===== src/rtl/sprite_animation_sequencer_defines.svh =====
// Assertion macros for the sprite animation sequencer.
// Used by files that carry concurrent checks; no other dependencies.
`ifndef SPRITE_ANIMATION_SEQUENCER_DEFINES_SVH
`define SPRITE_ANIMATION_SEQUENCER_DEFINES_SVH
`ifndef SYNTH
`define SAS_ASSERT_IMP(lbl, clk, rst, ante, cons, msg) \
   lbl: assert property (@(posedge clk) disable iff (rst) (ante) |-> (cons)) else $error(msg);
`define SAS_ASSERT_NXT(lbl, clk, rst, ante, cons, msg) \
   lbl: assert property (@(posedge clk) disable iff (rst) (ante) |=> (cons)) else $error(msg);
`else
`define SAS_ASSERT_IMP(lbl, clk, rst, ante, cons, msg)
`define SAS_ASSERT_NXT(lbl, clk, rst, ante, cons, msg)
`endif
`endif


===== src/rtl/spr_anim_pkg.sv =====
// Shared types, constants and helpers of the sprite animation sequencer.
// No dependencies.
package spr_anim_pkg;

   localparam int DEF_MAX_STATES = 16;
   localparam int DEF_MAX_FRAMES = 256;

   localparam int KIND_W      = 2;
   localparam int STATE_W     = 4;
   localparam int FRAME_W     = 8;
   localparam int DIM_W       = 11;
   localparam int COLS_W      = 7;
   localparam int OFS_W       = 12;
   localparam int CNT_W       = 5;
   localparam int RECT_W      = 19;
   localparam int CSR_IDX_W   = 3;
   localparam int CSR_W       = 12;
   localparam int REQ_TDATA_W = 24;
   localparam int RSP_TDATA_W = 88;

   localparam logic [RECT_W-1:0] RECT_MAX = '1;

   localparam logic [DIM_W-1:0]  RST_FRAME_WIDTH  = 11'd32;
   localparam logic [DIM_W-1:0]  RST_FRAME_HEIGHT = 11'd32;
   localparam logic [COLS_W-1:0] RST_SHEET_COLS   = 7'd8;
   localparam logic [CNT_W-1:0]  RST_STATE_COUNT  = 5'd1;

   typedef enum logic [KIND_W-1:0] {
      KIND_TICK   = 2'd0,
      KIND_SELECT = 2'd1,
      KIND_LOAD   = 2'd2
   } kind_type;

   typedef enum logic [CSR_IDX_W-1:0] {
      CSR_FRAME_WIDTH  = 3'd0,
      CSR_FRAME_HEIGHT = 3'd1,
      CSR_SHEET_COLS   = 3'd2,
      CSR_OFFSET_X     = 3'd3,
      CSR_OFFSET_Y     = 3'd4,
      CSR_STATE_COUNT  = 3'd5,
      CSR_ADVANCE_ALL  = 3'd6
   } csr_index_type;

   typedef enum logic [1:0] {
      TBL_NOP,
      TBL_ADVANCE,
      TBL_REWIND,
      TBL_LOAD
   } tbl_op_type;

   typedef struct packed {
      tbl_op_type         op;
      logic [FRAME_W-1:0] first;
      logic [FRAME_W-1:0] last;
   } tbl_cmd_type;

   typedef enum logic [2:0] {
      ST_IDLE,
      ST_EXEC,
      ST_SCAN,
      ST_FETCH,
      ST_DIV,
      ST_MUL_X,
      ST_MUL_Y,
      ST_FIN
   } seq_state_type;

   function automatic logic [RECT_W-1:0] sat_rect(input logic [RECT_W+1:0] v);
      sat_rect = (v > {2'b00, RECT_MAX}) ? RECT_MAX : v[RECT_W-1:0];
   endfunction

endpackage


===== src/rtl/spr_anim_div.sv =====
// Serial restoring divider: one quotient bit per cycle, frame index by column count.
// Depends on spr_anim_pkg.
module spr_anim_div
   import spr_anim_pkg::*;
(
   input  logic                clock,
   input  logic                reset,
   input  logic                start,
   input  logic [FRAME_W-1:0]  dividend,
   input  logic [COLS_W-1:0]   divisor,
   output logic                done,
   output logic [FRAME_W-1:0]  quot,
   output logic [COLS_W-1:0]   rem
);

   localparam int STEP_W = $clog2(FRAME_W);

   logic              busy_ff;
   logic              done_ff;
   logic [STEP_W-1:0] step_ff;
   logic [FRAME_W-1:0] dq_ff;
   logic [COLS_W-1:0]  rem_ff;
   logic [COLS_W-1:0]  dvs_ff;

   logic [COLS_W:0] trial;
   logic [COLS_W:0] diff;
   logic            ge;

   assign trial = {rem_ff, dq_ff[FRAME_W-1]};
   assign ge    = trial >= {1'b0, dvs_ff};
   assign diff  = trial - {1'b0, dvs_ff};

   always_ff @(posedge clock) begin
      if (reset) begin
         busy_ff <= 1'b0;
         done_ff <= 1'b0;
         step_ff <= '0;
      end else if (start) begin
         busy_ff <= 1'b1;
         done_ff <= 1'b0;
         step_ff <= '0;
      end else if (busy_ff) begin
         step_ff <= step_ff + 1'b1;
         if (step_ff == STEP_W'(FRAME_W - 1)) begin
            busy_ff <= 1'b0;
            done_ff <= 1'b1;
         end
      end else begin
         done_ff <= 1'b0;
      end
   end

   always_ff @(posedge clock) begin
      if (start) begin
         dq_ff  <= dividend;
         rem_ff <= '0;
         dvs_ff <= (divisor == '0) ? COLS_W'(1) : divisor;
      end else if (busy_ff) begin
         rem_ff <= ge ? diff[COLS_W-1:0] : trial[COLS_W-1:0];
         dq_ff  <= {dq_ff[FRAME_W-2:0], ge};
      end
   end

   assign done = done_ff;
   assign quot = dq_ff;
   assign rem  = rem_ff;

endmodule


===== src/rtl/spr_anim_table.sv =====
// Animation state table: first, last and current frame per state, with step logic.
// Depends on spr_anim_pkg.
module spr_anim_table
   import spr_anim_pkg::*;
#(
   parameter  int MAX_STATES = DEF_MAX_STATES,
   parameter  int MAX_FRAMES = DEF_MAX_FRAMES,
   localparam int IW         = (MAX_STATES > 1) ? $clog2(MAX_STATES) : 1
) (
   input  logic               clock,
   input  logic               reset,
   input  tbl_cmd_type        cmd,
   input  logic [IW-1:0]      wr_idx,
   input  logic [IW-1:0]      rd_idx,
   output logic [FRAME_W-1:0] rd_frame
);

   localparam int FRAME_LIM = (1 << FRAME_W) - 1;
   localparam int FRAME_TOP = (MAX_FRAMES - 1 > FRAME_LIM) ? FRAME_LIM : MAX_FRAMES - 1;

   logic [FRAME_W-1:0] first_ff [MAX_STATES];
   logic [FRAME_W-1:0] last_ff  [MAX_STATES];
   logic [FRAME_W-1:0] cur_ff   [MAX_STATES];

   logic [FRAME_W:0]   step;
   logic [FRAME_W-1:0] first_clamp;
   logic [FRAME_W-1:0] last_clamp;

   assign step        = {1'b0, cur_ff[wr_idx]} + 1'b1;
   assign first_clamp = (cmd.first > FRAME_W'(FRAME_TOP)) ? FRAME_W'(FRAME_TOP) : cmd.first;
   assign last_clamp  = (cmd.last > FRAME_W'(FRAME_TOP)) ? FRAME_W'(FRAME_TOP) : cmd.last;

   always_ff @(posedge clock) begin
      if (reset) begin
         for (int i = 0; i < MAX_STATES; i++) begin
            first_ff[i] <= '0;
            last_ff[i]  <= '0;
            cur_ff[i]   <= '0;
         end
      end else begin
         case (cmd.op)
            TBL_ADVANCE: begin
               cur_ff[wr_idx] <= (step > {1'b0, last_ff[wr_idx]}) ? first_ff[wr_idx]
                                                                   : step[FRAME_W-1:0];
            end
            TBL_REWIND: begin
               cur_ff[wr_idx] <= first_ff[wr_idx];
            end
            TBL_LOAD: begin
               first_ff[wr_idx] <= first_clamp;
               last_ff[wr_idx]  <= last_clamp;
               cur_ff[wr_idx]   <= '0;
            end
            default: begin
            end
         endcase
      end
   end

   assign rd_frame = cur_ff[rd_idx];

endmodule


===== src/rtl/sprite_animation_sequencer.sv =====
// Sprite animation sequencer top: config registers, item sequencer, shared multiplier.
// Depends on spr_anim_pkg, spr_anim_table, spr_anim_div and the defines header.
//
//  Channel  Dir  Handshake             Beat contents
//  req      in   req_tvalid/tready     tuser: kind; tdata: target, first, last frame
//  rsp      out  rsp_tvalid/tready     tuser: status; tdata: state, frame, rectangle
//  csr      in   csr_we                csr_index selects register, csr_wdata value
//
// An item passes from accept through the table update, the serial divider (8 steps) and
// the X and Y multiplies to the result; an all-states tick first walks each state in use.
// One item at a time; req_tready is high only while the sequencer is idle.
// A result waits in the output register; the next item is accepted meanwhile.
// Synchronous active-high reset clears the table and current state and loads register defaults.
`include "sprite_animation_sequencer_defines.svh"

module sprite_animation_sequencer
   import spr_anim_pkg::*;
#(
   parameter  int MAX_STATES = DEF_MAX_STATES,
   parameter  int MAX_FRAMES = DEF_MAX_FRAMES,
   localparam int IW         = (MAX_STATES > 1) ? $clog2(MAX_STATES) : 1
) (
   input  logic                   clock,
   input  logic                   reset,
   input  logic                   req_tvalid,
   output logic                   req_tready,
   input  logic [REQ_TDATA_W-1:0] req_tdata,   // target_state, first_frame, last_frame
   input  logic [KIND_W-1:0]      req_tuser,   // kind
   output logic                   rsp_tvalid,
   input  logic                   rsp_tready,
   output logic [RSP_TDATA_W-1:0] rsp_tdata,   // state_now, frame_now, rect_left,
                                               // rect_top, rect_right, rect_bottom
   output logic [0:0]             rsp_tuser,   // status
   input  logic                   csr_we,
   input  logic [CSR_IDX_W-1:0]   csr_index,
   input  logic [CSR_W-1:0]       csr_wdata
);

   seq_state_type state_ff, state_in;

   logic [DIM_W-1:0]  fw_ff, fh_ff;
   logic [COLS_W-1:0] cols_ff;
   logic [OFS_W-1:0]  offx_ff, offy_ff;
   logic [CNT_W-1:0]  scount_ff;
   logic              all_ff;

   kind_type           kind_ff;
   logic [STATE_W-1:0] tgt_ff;
   logic [FRAME_W-1:0] first_ff, last_ff;

   logic [STATE_W-1:0] cur_state_ff;
   logic [CNT_W-1:0]   scan_cnt_ff;
   logic               status_ff;
   logic [FRAME_W-1:0] frame_ff;
   logic [RECT_W-1:0]  prod_ff;
   logic [RECT_W:0]    left_raw_ff;

   logic                   rsp_valid_ff;
   logic                   rsp_status_ff;
   logic [RSP_TDATA_W-1:0] rsp_data_ff;

   logic [CNT_W-1:0] states_used;
   logic             sel_ok, load_ok;
   logic             req_fire, out_load;

   tbl_cmd_type        tbl_cmd;
   logic [IW-1:0]      tbl_idx;
   logic [FRAME_W-1:0] rd_frame;

   logic               div_start, div_done;
   logic [FRAME_W-1:0] div_quot;
   logic [COLS_W-1:0]  div_rem;

   logic [FRAME_W-1:0] mul_a;
   logic [DIM_W-1:0]   mul_b;
   logic [RECT_W-1:0]  mul_p;

   logic [RECT_W:0]   top_raw;
   logic [RECT_W+1:0] right_raw, bottom_raw;

   assign states_used = (32'(scount_ff) > MAX_STATES) ? CNT_W'(MAX_STATES) : scount_ff;
   assign sel_ok      = {1'b0, tgt_ff} < states_used;
   assign load_ok     = 32'(tgt_ff) < MAX_STATES;
   assign req_tready  = (state_ff == ST_IDLE);
   assign req_fire    = req_tvalid && req_tready;
   assign out_load    = (state_ff == ST_FIN) && (!rsp_valid_ff || rsp_tready);

   always_comb begin
      state_in = state_ff;
      case (state_ff)
         ST_IDLE:  if (req_tvalid) state_in = ST_EXEC;
         ST_EXEC: begin
            if (kind_ff == KIND_TICK && all_ff && states_used != '0) state_in = ST_SCAN;
            else state_in = ST_FETCH;
         end
         ST_SCAN:  if (scan_cnt_ff + 1'b1 == states_used) state_in = ST_FETCH;
         ST_FETCH: state_in = ST_DIV;
         ST_DIV:   if (div_done) state_in = ST_MUL_X;
         ST_MUL_X: state_in = ST_MUL_Y;
         ST_MUL_Y: state_in = ST_FIN;
         ST_FIN:   if (!rsp_valid_ff || rsp_tready) state_in = ST_IDLE;
         default:  state_in = ST_IDLE;
      endcase
   end

   always_comb begin
      tbl_cmd.op    = TBL_NOP;
      tbl_cmd.first = first_ff;
      tbl_cmd.last  = last_ff;
      tbl_idx       = IW'(cur_state_ff);
      div_start     = 1'b0;
      case (state_ff)
         ST_EXEC: begin
            case (kind_ff)
               KIND_TICK: if (!all_ff) tbl_cmd.op = TBL_ADVANCE;
               KIND_SELECT: begin
                  if (sel_ok) begin
                     tbl_cmd.op = TBL_REWIND;
                     tbl_idx    = IW'(tgt_ff);
                  end
               end
               KIND_LOAD: begin
                  if (load_ok) begin
                     tbl_cmd.op = TBL_LOAD;
                     tbl_idx    = IW'(tgt_ff);
                  end
               end
               default: begin
               end
            endcase
         end
         ST_SCAN: begin
            tbl_cmd.op = TBL_ADVANCE;
            tbl_idx    = IW'(scan_cnt_ff);
         end
         ST_FETCH: div_start = 1'b1;
         default: begin
         end
      endcase
   end

   assign mul_a = (state_ff == ST_MUL_X) ? FRAME_W'(div_rem) : div_quot;
   assign mul_b = (state_ff == ST_MUL_X) ? fw_ff : fh_ff;
   assign mul_p = RECT_W'(mul_a) * RECT_W'(mul_b);

   assign top_raw    = (RECT_W+1)'(prod_ff) + (RECT_W+1)'(offy_ff);
   assign right_raw  = (RECT_W+2)'(left_raw_ff) + (RECT_W+2)'(fw_ff);
   assign bottom_raw = (RECT_W+2)'(top_raw) + (RECT_W+2)'(fh_ff);

   always_ff @(posedge clock) begin
      if (reset) begin
         state_ff     <= ST_IDLE;
         cur_state_ff <= '0;
         rsp_valid_ff <= 1'b0;
         fw_ff        <= RST_FRAME_WIDTH;
         fh_ff        <= RST_FRAME_HEIGHT;
         cols_ff      <= RST_SHEET_COLS;
         offx_ff      <= '0;
         offy_ff      <= '0;
         scount_ff    <= RST_STATE_COUNT;
         all_ff       <= 1'b0;
      end else begin
         state_ff <= state_in;
         if (csr_we) begin
            case (csr_index)
               CSR_FRAME_WIDTH:  fw_ff     <= csr_wdata[DIM_W-1:0];
               CSR_FRAME_HEIGHT: fh_ff     <= csr_wdata[DIM_W-1:0];
               CSR_SHEET_COLS:   cols_ff   <= csr_wdata[COLS_W-1:0];
               CSR_OFFSET_X:     offx_ff   <= csr_wdata[OFS_W-1:0];
               CSR_OFFSET_Y:     offy_ff   <= csr_wdata[OFS_W-1:0];
               CSR_STATE_COUNT:  scount_ff <= csr_wdata[CNT_W-1:0];
               CSR_ADVANCE_ALL:  all_ff    <= csr_wdata[0];
               default: begin
               end
            endcase
         end
         if (state_ff == ST_EXEC && kind_ff == KIND_SELECT && sel_ok) cur_state_ff <= tgt_ff;
         rsp_valid_ff <= out_load || (rsp_valid_ff && !rsp_tready);
      end
   end

   always_ff @(posedge clock) begin
      if (req_fire) begin
         kind_ff  <= kind_type'(req_tuser);
         tgt_ff   <= req_tdata[3:0];
         first_ff <= req_tdata[11:4];
         last_ff  <= req_tdata[19:12];
      end
      case (state_ff)
         ST_EXEC: begin
            status_ff   <= (kind_ff == KIND_SELECT && !sel_ok) ||
                           (kind_ff == KIND_LOAD && !load_ok);
            scan_cnt_ff <= '0;
         end
         ST_SCAN:  scan_cnt_ff <= scan_cnt_ff + 1'b1;
         ST_FETCH: frame_ff <= rd_frame;
         ST_MUL_X: prod_ff <= mul_p;
         ST_MUL_Y: begin
            prod_ff     <= mul_p;
            left_raw_ff <= (RECT_W+1)'(prod_ff) + (RECT_W+1)'(offx_ff);
         end
         default: begin
         end
      endcase
      if (out_load) begin
         rsp_status_ff <= status_ff;
         rsp_data_ff   <= {sat_rect(bottom_raw), sat_rect(right_raw),
                           sat_rect({1'b0, top_raw}), sat_rect({1'b0, left_raw_ff}),
                           frame_ff, cur_state_ff};
      end
   end

   spr_anim_table #(
      .MAX_STATES (MAX_STATES),
      .MAX_FRAMES (MAX_FRAMES)
   ) u_table (
      .clock    (clock),
      .reset    (reset),
      .cmd      (tbl_cmd),
      .wr_idx   (tbl_idx),
      .rd_idx   (IW'(cur_state_ff)),
      .rd_frame (rd_frame)
   );

   spr_anim_div u_div (
      .clock    (clock),
      .reset    (reset),
      .start    (div_start),
      .dividend (rd_frame),
      .divisor  (cols_ff),
      .done     (div_done),
      .quot     (div_quot),
      .rem      (div_rem)
   );

   assign rsp_tvalid = rsp_valid_ff;
   assign rsp_tdata  = rsp_data_ff;
   assign rsp_tuser  = rsp_status_ff;

   `SAS_ASSERT_NXT(a_accept_exec, clock, reset, req_fire, state_ff == ST_EXEC, "accept did not start")
   `SAS_ASSERT_IMP(a_div_in_wait, clock, reset, div_done, state_ff == ST_DIV, "divider done out of step")
   `SAS_ASSERT_IMP(a_cur_bound, clock, reset, 1'b1, 32'(cur_state_ff) < MAX_STATES, "state index out of table")
   `SAS_ASSERT_IMP(a_status_kind, clock, reset, (state_ff == ST_FIN) && status_ff, (kind_ff == KIND_SELECT) || (kind_ff == KIND_LOAD), "status on wrong kind")

endmodule


===== config.mk =====
export PLATFORM = sky130hd
export DESIGN_NAME = sprite_animation_sequencer
export DESIGN_NICKNAME = d
export VERILOG_FILES = /design/src/rtl/spr_anim_pkg.sv /design/src/rtl/spr_anim_div.sv /design/src/rtl/spr_anim_table.sv /design/src/rtl/sprite_animation_sequencer.sv
export VERILOG_INCLUDE_DIRS = /design/src /design/src/rtl
export SDC_FILE = /design/constraint.sdc
export NUM_CORES = 1
export LEC_CHECK = 0
export ABC_CLOCK_PERIOD_IN_PS = 8200
export BUFFER_PORTS_ARGS = -buffer_cell sky130_fd_sc_hd__buf_2
export CAP_MARGIN = 10
export CORE_ASPECT_RATIO = 1.5
export CORE_MARGIN = 2
export CORE_UTILIZATION = 40
export DETAILED_ROUTE_END_ITERATION = 7
export GPL_ROUTABILITY_DRIVEN = 0
export PLACE_DENSITY = 0.59
export SYNTH_ARGS = -nofsm -noshare
export SYNTH_HDL_FRONTEND = slang
export SYNTH_SLANG_ARGS = --single-unit

===== constraint.sdc =====
create_clock -name clock -period 8.2 [get_ports clock]
set_input_delay 1.64 -clock clock [delete_from_list [all_inputs] [get_ports clock]]
set_output_delay 1.64 -clock clock [all_outputs]
set_load 0.05 [all_outputs]

# [After elaboration in Yosys (flattened, before gate mapping)]
# Memory sizes are Yosys's and may differ from the RTL's. A register that Yosys moved wholly into a read port is not among the register bits.
# Cells that the tools add are included.
[word_totals] register_bits=258 mem_count=3 output_inout_bits=91 ramBits=384
[mem_list] memory="u_table.cur_ff" depth=16 width=8 rd=2 rd_clocked_by_memory_dff=1 write_ports=16 line="spr_anim_table.sv:23" text="logic [FRAME_W-1:0] cur_ff [MAX_STATES];"
[mem_list] memory="u_table.first_ff" depth=16 width=8 rd=1 rd_clocked_by_memory_dff=0 write_ports=16 line="spr_anim_table.sv:21" text="logic [FRAME_W-1:0] first_ff [MAX_STATES];"
[mem_list] memory="u_table.last_ff" depth=16 width=8 rd=1 rd_clocked_by_memory_dff=0 write_ports=16 line="spr_anim_table.sv:22" text="logic [FRAME_W-1:0] last_ff [MAX_STATES];"
[op_classes] addsub=8 muxes=51 n_eq_ne=24 order_cmp=10 reduce_logical=34 n_bitwise=3 mul=1
[op_table] cell="8-bit two-way mux" count=11
[op_table] cell="20-bit by 11-bit adder with 21-bit output" count=2
[op_table] cell="21-bit by 19-bit > comparator with 1-bit output (second input constant)" count=2
[op_table] cell="19-bit by 12-bit adder with 20-bit output" count=2
[op_table] cell="20-bit by 19-bit > comparator with 1-bit output (second input constant)" count=2
[op_table] cell="3-bit == test (second input constant)" count=8
[op_table] cell="4-bit two-way mux" count=6
[op_table] cell="3-bit one-hot mux with 8 select lines" count=1
[op_table] cell="8-bit OR reduction" count=3
[op_table] cell="1-bit two-way mux" count=20
[op_table] cell="8-bit by 11-bit multiplier with 19-bit output" count=1
[op_table] cell="8-bit > comparator (second input constant)" count=2
[op_table] cell="4-bit one-hot mux with 2 select lines" count=2
[op_table] cell="2-bit AND reduction" count=7
[op_table] cell="3-bit by 2-bit == test with 1-bit output (second input constant)" count=4
[op_table] cell="3-bit two-way mux" count=4
[op_table] cell="11-bit two-way mux" count=1
[op_table] cell="5-bit one-hot mux with 2 select lines" count=1
[op_table] cell="8-bit by 1-bit adder with 9-bit output (second input constant)" count=1
[op_table] cell="9-bit by 8-bit > comparator with 1-bit output" count=1
[op_table] cell="8-bit by 7-bit >= comparator with 1-bit output" count=1
[op_table] cell="1-bit logical AND" count=8
[op_table] cell="7-bit logical NOT" count=1
[op_table] cell="7-bit two-way mux" count=1
[op_table] cell="other kinds (26)" count=39

# [Logic depth before layout (Yosys ltp)]
[depth] ltp_word=14 ltp_mapped=33 ltp_nobuf=27

# [By module]
# A second synthesis with hierarchy kept.
[hier_totals] hier_cells=2710 hier_area_um2=34535.6
[modules_own_cells] module="spr_anim_table" area_each_um2=18861.8 cells_each=1191 instances=1
[modules_own_cells] module="sprite_animation_sequencer" area_each_um2=14044.7 cells_each=1362 instances=1
[modules_own_cells] module="spr_anim_div" area_each_um2=1629.1 cells_each=157 instances=1

# [Worst setup path before layout]
# OpenSTA, ideal clock, no wires.
[synth_path] path_type="register to register" from="register state_ff[1]" to="register prod_ff[18] (data pin)" synth_period_minus_slack_ns=6.454 slack_ns=1.746 path_buffers=3 arrival_time_ns=6.195 required_ns=7.940 stages_incl_launch_ff=26 path_cell_list="dfxtp_1 inv_1 ha_1 clkbuf_1 nand2_1 buf_1 clkbuf_1 mux2i_1 nor2_1 fa_1 fa_1 inv_1 fa_1 fa_1 inv_1 ha_1 inv_1 o21ai_0 a21oi_1 nand2b_1 a21boi_0 o31a_1 o41ai_1 o2111ai_1 a21oi_1 xnor2_1"
[synth_between] elab_chain_len=3
[synth_rtl] item="start: declaration" line="sprite_animation_sequencer.sv:39" text="seq_state_type state_ff, state_in;"
[synth_rtl] item="start signal: assignment" line="sprite_animation_sequencer.sv:163" text="state_ff <= state_in;"
[synth_rtl] item="3-bit == test *" line="sprite_animation_sequencer.sv:142, sprite_animation_sequencer.sv:143"
[synth_rtl] item="8-bit two-way mux / 11-bit two-way mux (equally long branches)" line="sprite_animation_sequencer.sv:142, sprite_animation_sequencer.sv:143"
[synth_rtl] item="8-bit by 11-bit multiplier with 19-bit output *" line="sprite_animation_sequencer.sv:144" text="assign mul_p = RECT_W'(mul_a) * RECT_W'(mul_b);"
[synth_rtl] item="net mul_p[18]" line="sprite_animation_sequencer.sv:76" text="logic [RECT_W-1:0] mul_p;"
[synth_rtl] item="end signal: assignment" line="sprite_animation_sequencer.sv:197" text="ST_MUL_X: prod_ff <= mul_p;"
[synth_rtl] item="end signal: assignment" line="sprite_animation_sequencer.sv:199" text="prod_ff <= mul_p;"
[synth_rtl] item="end: declaration" line="sprite_animation_sequencer.sv:55" text="logic [RECT_W-1:0] prod_ff;"
# Mark *: on every way through the listed nets, which the timed path passes. The rest lies on a longest branch.
# A chain may end at the register's enable or synchronous reset.

==> out/qor.yml <==
logic_synthesis:
  yosys_warnings: 0
  netlist_area_um2: 35100
  synth_area_leaders: "edfxtp_1 48%, nand2_1 5.8%, and2_1 4.8%"
  synth_top_cell_by_area: "edfxtp_1"
  yosysMostFrequentCell: "edfxtp_1"
  synth_area_per_cell_um2: 10.8
  synth_common_cells: "563 x edfxtp_1, 538 x nand2_1, 275 x nor2_1"
  synth_top_area_share: 0.482
  synth_seq_area_share: 0.529
  synth_seq_cells: 646
  synth_nets: 3453
  syn-instance-count: 3234
  synth_ff_type: "edfxtp_1"
  async_reset_ff_frac: 0
  synth-edff-count: 563
  yosys.cell_types.count: 88
final_layout:
  instances_no_fill: 4521
  fin_nets: 3543
  drive_gt1_frac: 0.130
  area_growth_pct: 11.1
  fill_cells: 8233
  diodes: 0
timing:
  fin_skew_ps: 23.1
  final-hold-violation-count: 0
  worst_pin_slew_ps: 1170
  min_period_ps: 7220
  rsz0062_at_grt: "false"
  max_slew_margin: 0.219
  min_period_over_period: 0.881
  maxSlewViolCount: 0
  fin_tns_setup_ps: 0
  fmax_mhz: 138
  setup_viol: 0
worst_setup_path:
  cp.required_ps: 8570
  crit_family: "simple AND/OR/NAND/NOR gates"
  cp-end-kind: "register"
  reg2reg_from: "scount_ff[4]$_SDFFE_PP0P_"
  cp_common_cell: "nor2_1"
  crit_type: "register to register"
  worst_setup_path_start_kind: "register"
  worst_ep_arrival_time_ps: 7590
  cp_num_buf_inv: 3
  crit_start: "scount_ff[4]$_SDFFE_PP0P_"
  slowest_delay_ps: 760
  cp_max_fo: 42
  critPathSlowestCell: "or3_2"
worst_hold_path:
  hold_path.class: "register to register"
  hold_start: "frame_ff[0]$_DFFE_PP_"
floorplanning:
  die_w_um: 246
  ioPinCount: 137
  die_area_um2: 90100
  die_y_um: 367
  rows: 133
  initial_core_util: 0.402
  core-area_um2: 87200
run:
  max_cap_viol_count: 0
detailed_routing:
  via_per_inst: 5.49
  drt-initial-drc-count: 1917
  dr_total_vias: 24802
  drc_errors: 0
  wl_per_cell_um: 23.3
  ant_nets: 0
  dr.pass1.iters: 5
  drt_wl_total_um: 105000
placement:
  portBuffers: 132
  dpl.cell_count: 4402
  dpl.hpwl_um: 75900
power:
  p_leak_nw: 15.1
  power.density_nw_per_um2: 286
  worst_ir_drop_vdd_mv: 0.293
global_route:
  grt_max_degree: 81
  grt_overflow_total: 0
  grt_use_total: 0.232
  grt_pass1_wl_um: 155000
  antenna_found_initial: 2
  grt_pass1_vias: 24983
clocking:
  clk_path_buf_depth: 3
  ctsResizeCount: 0
  numCtsBuffers: 67
  cts.hold.buffers_added: 0
  clk_latency_ps: 640
  cts_tree: "done"
  clkTransAtPathRegs_ps: 60
  postCtsSetupRepairBufs: 0
  cts.sinks: 646
  cts-root-buf: "clkbuf_16"
  cts_max_level: 3
run_status:
  status: "finished, final reports clean"
## metrics by stage
step | area (um^2) | util | setup slack, ps | hold WS (ps) | power (mW)
after floorplan | 35100 | - | 1750 | 400 | 6.86
after global placement | 36900 | 0.423 | 1240 | 401 | 8.21
after detailed placement | 36900 | 0.423 | 1140 | 405 | 8.24
after CTS | 39000 | 0.447 | 1100 | 421 | 11.2
after global routing | 39000 | 0.447 | 448 | 437 | 11.6
final | 39000 | 0.447 | 978 | 420 | 11.2
## report_power, final
group | internal (mW) | switching [mW] | total [mW] | leakage [nW]
registers | 3.82 | 0.236 | 4.06 | 6.26
clock network | 1.60 | 1.34 | 2.94 | 0.986
logic | 1.32 | 2.84 | 4.16 | 7.82
total | 6.74 | 4.41 | 11.2 | 15.1
## final cells by class
type                            instances  area, um^2  area share
Inverter                              122         458      0.0118
Tap cell                             1147        1440      0.0368
Clock inverter                         29         273     0.00700
Timing Repair Buffer                  196        1160      0.0297
Sequential cell                       646       18600       0.477
Clock buffer                           90        1760      0.0453
Multi-Input combinational cell       2291       15300       0.393
## logic make-up (layout without fill, tap and decap cells)
group,count (synthesis),in the layout,synth area share
compound gates,429,429,0.0833
xor+xnor,76,76,0.0190
fa+ha+maj,173,173,0.0743
buf+inv,297,437,0.0352
flops,646,646,0.529
mux,168,168,0.0640
simple gates,1445,1445,0.195
## layout by cell type, fill, tap and decap left out, drive strengths merged, types with 59 or more instances in the layout
cell | netlist | final
inv | 122 | 128
clkbuf | 109 | 90
ha | 114 | 114
nor2 | 275 | 275
nand2 | 539 | 539
mux2i | 91 | 91
and2 | 268 | 268
buf | 66 | 196
dfxtp | 83 | 83
fa | 59 | 59
edfxtp | 563 | 563
nand3 | 160 | 160
a21oi | 124 | 124
o21ai | 67 | 67
## registers in the layout, summed over array words and instances, names as in the netlist, 4 cells and up, named ones only
name,count
left_raw_ff,20
cols_ff,7
u_div.quot,8
tgt_ff,4
offy_ff,12
u_div.dvs_ff,7
fw_ff,11
scan_cnt_ff,5
u_table.cur_ff,128
offx_ff,12
scount_ff,5
prod_ff,19
first_ff,8
last_ff,8
cur_state_ff,4
frame_ff,8
fh_ff,11
rsp_tdata,88
u_table.last_ff,128
u_div.rem,7
u_table.first_ff,128
## layer usage
metal,vias to the layer above,share of wire,track usage
li1,11598,-,-
met1,12090,0.34,0.231
met2,793,0.54,0.440
met3,319,0.045,0.0337
met4,2,0.074,0.154
met5,-,0.00013,0
## worst paths after layout
check | endpoint | slack (ps) | depth (start not counted)
max | u_table.cur_ff[11][2]$_SDFFCE_PN0P_ | 980 | 25
min reg2reg | rsp_tdata[4]$_DFFE_PP_ | 420 | 0
min | rsp_tdata[4]$_DFFE_PP_ | 420 | 0
max reg2reg | u_table.cur_ff[11][2]$_SDFFCE_PN0P_ | 980 | 25
## worst reg2reg max path: stages, from the launching register on
cell and delay (ps):
dfxtp_1 450, inv_1 150, nand2_1 130, ha_1 270
nor2_1 120, nor2_1 380, a211oi_2 220, or3_2 760
buf_12 300, nand2_1 400, a31oi_1 80, a22o_1 380
nor2_1 640, nor2_1 210, nand2_1 140, xnor2_1 70
ha_1 290, nand2_1 80, nor3_1 290, nor2_1 60
o21ai_0 100, o221a_2 330, o31ai_4 170, mux2i_2 590
buf_4 280, nor2_1 60
Power figures use the tool's default switching activity.
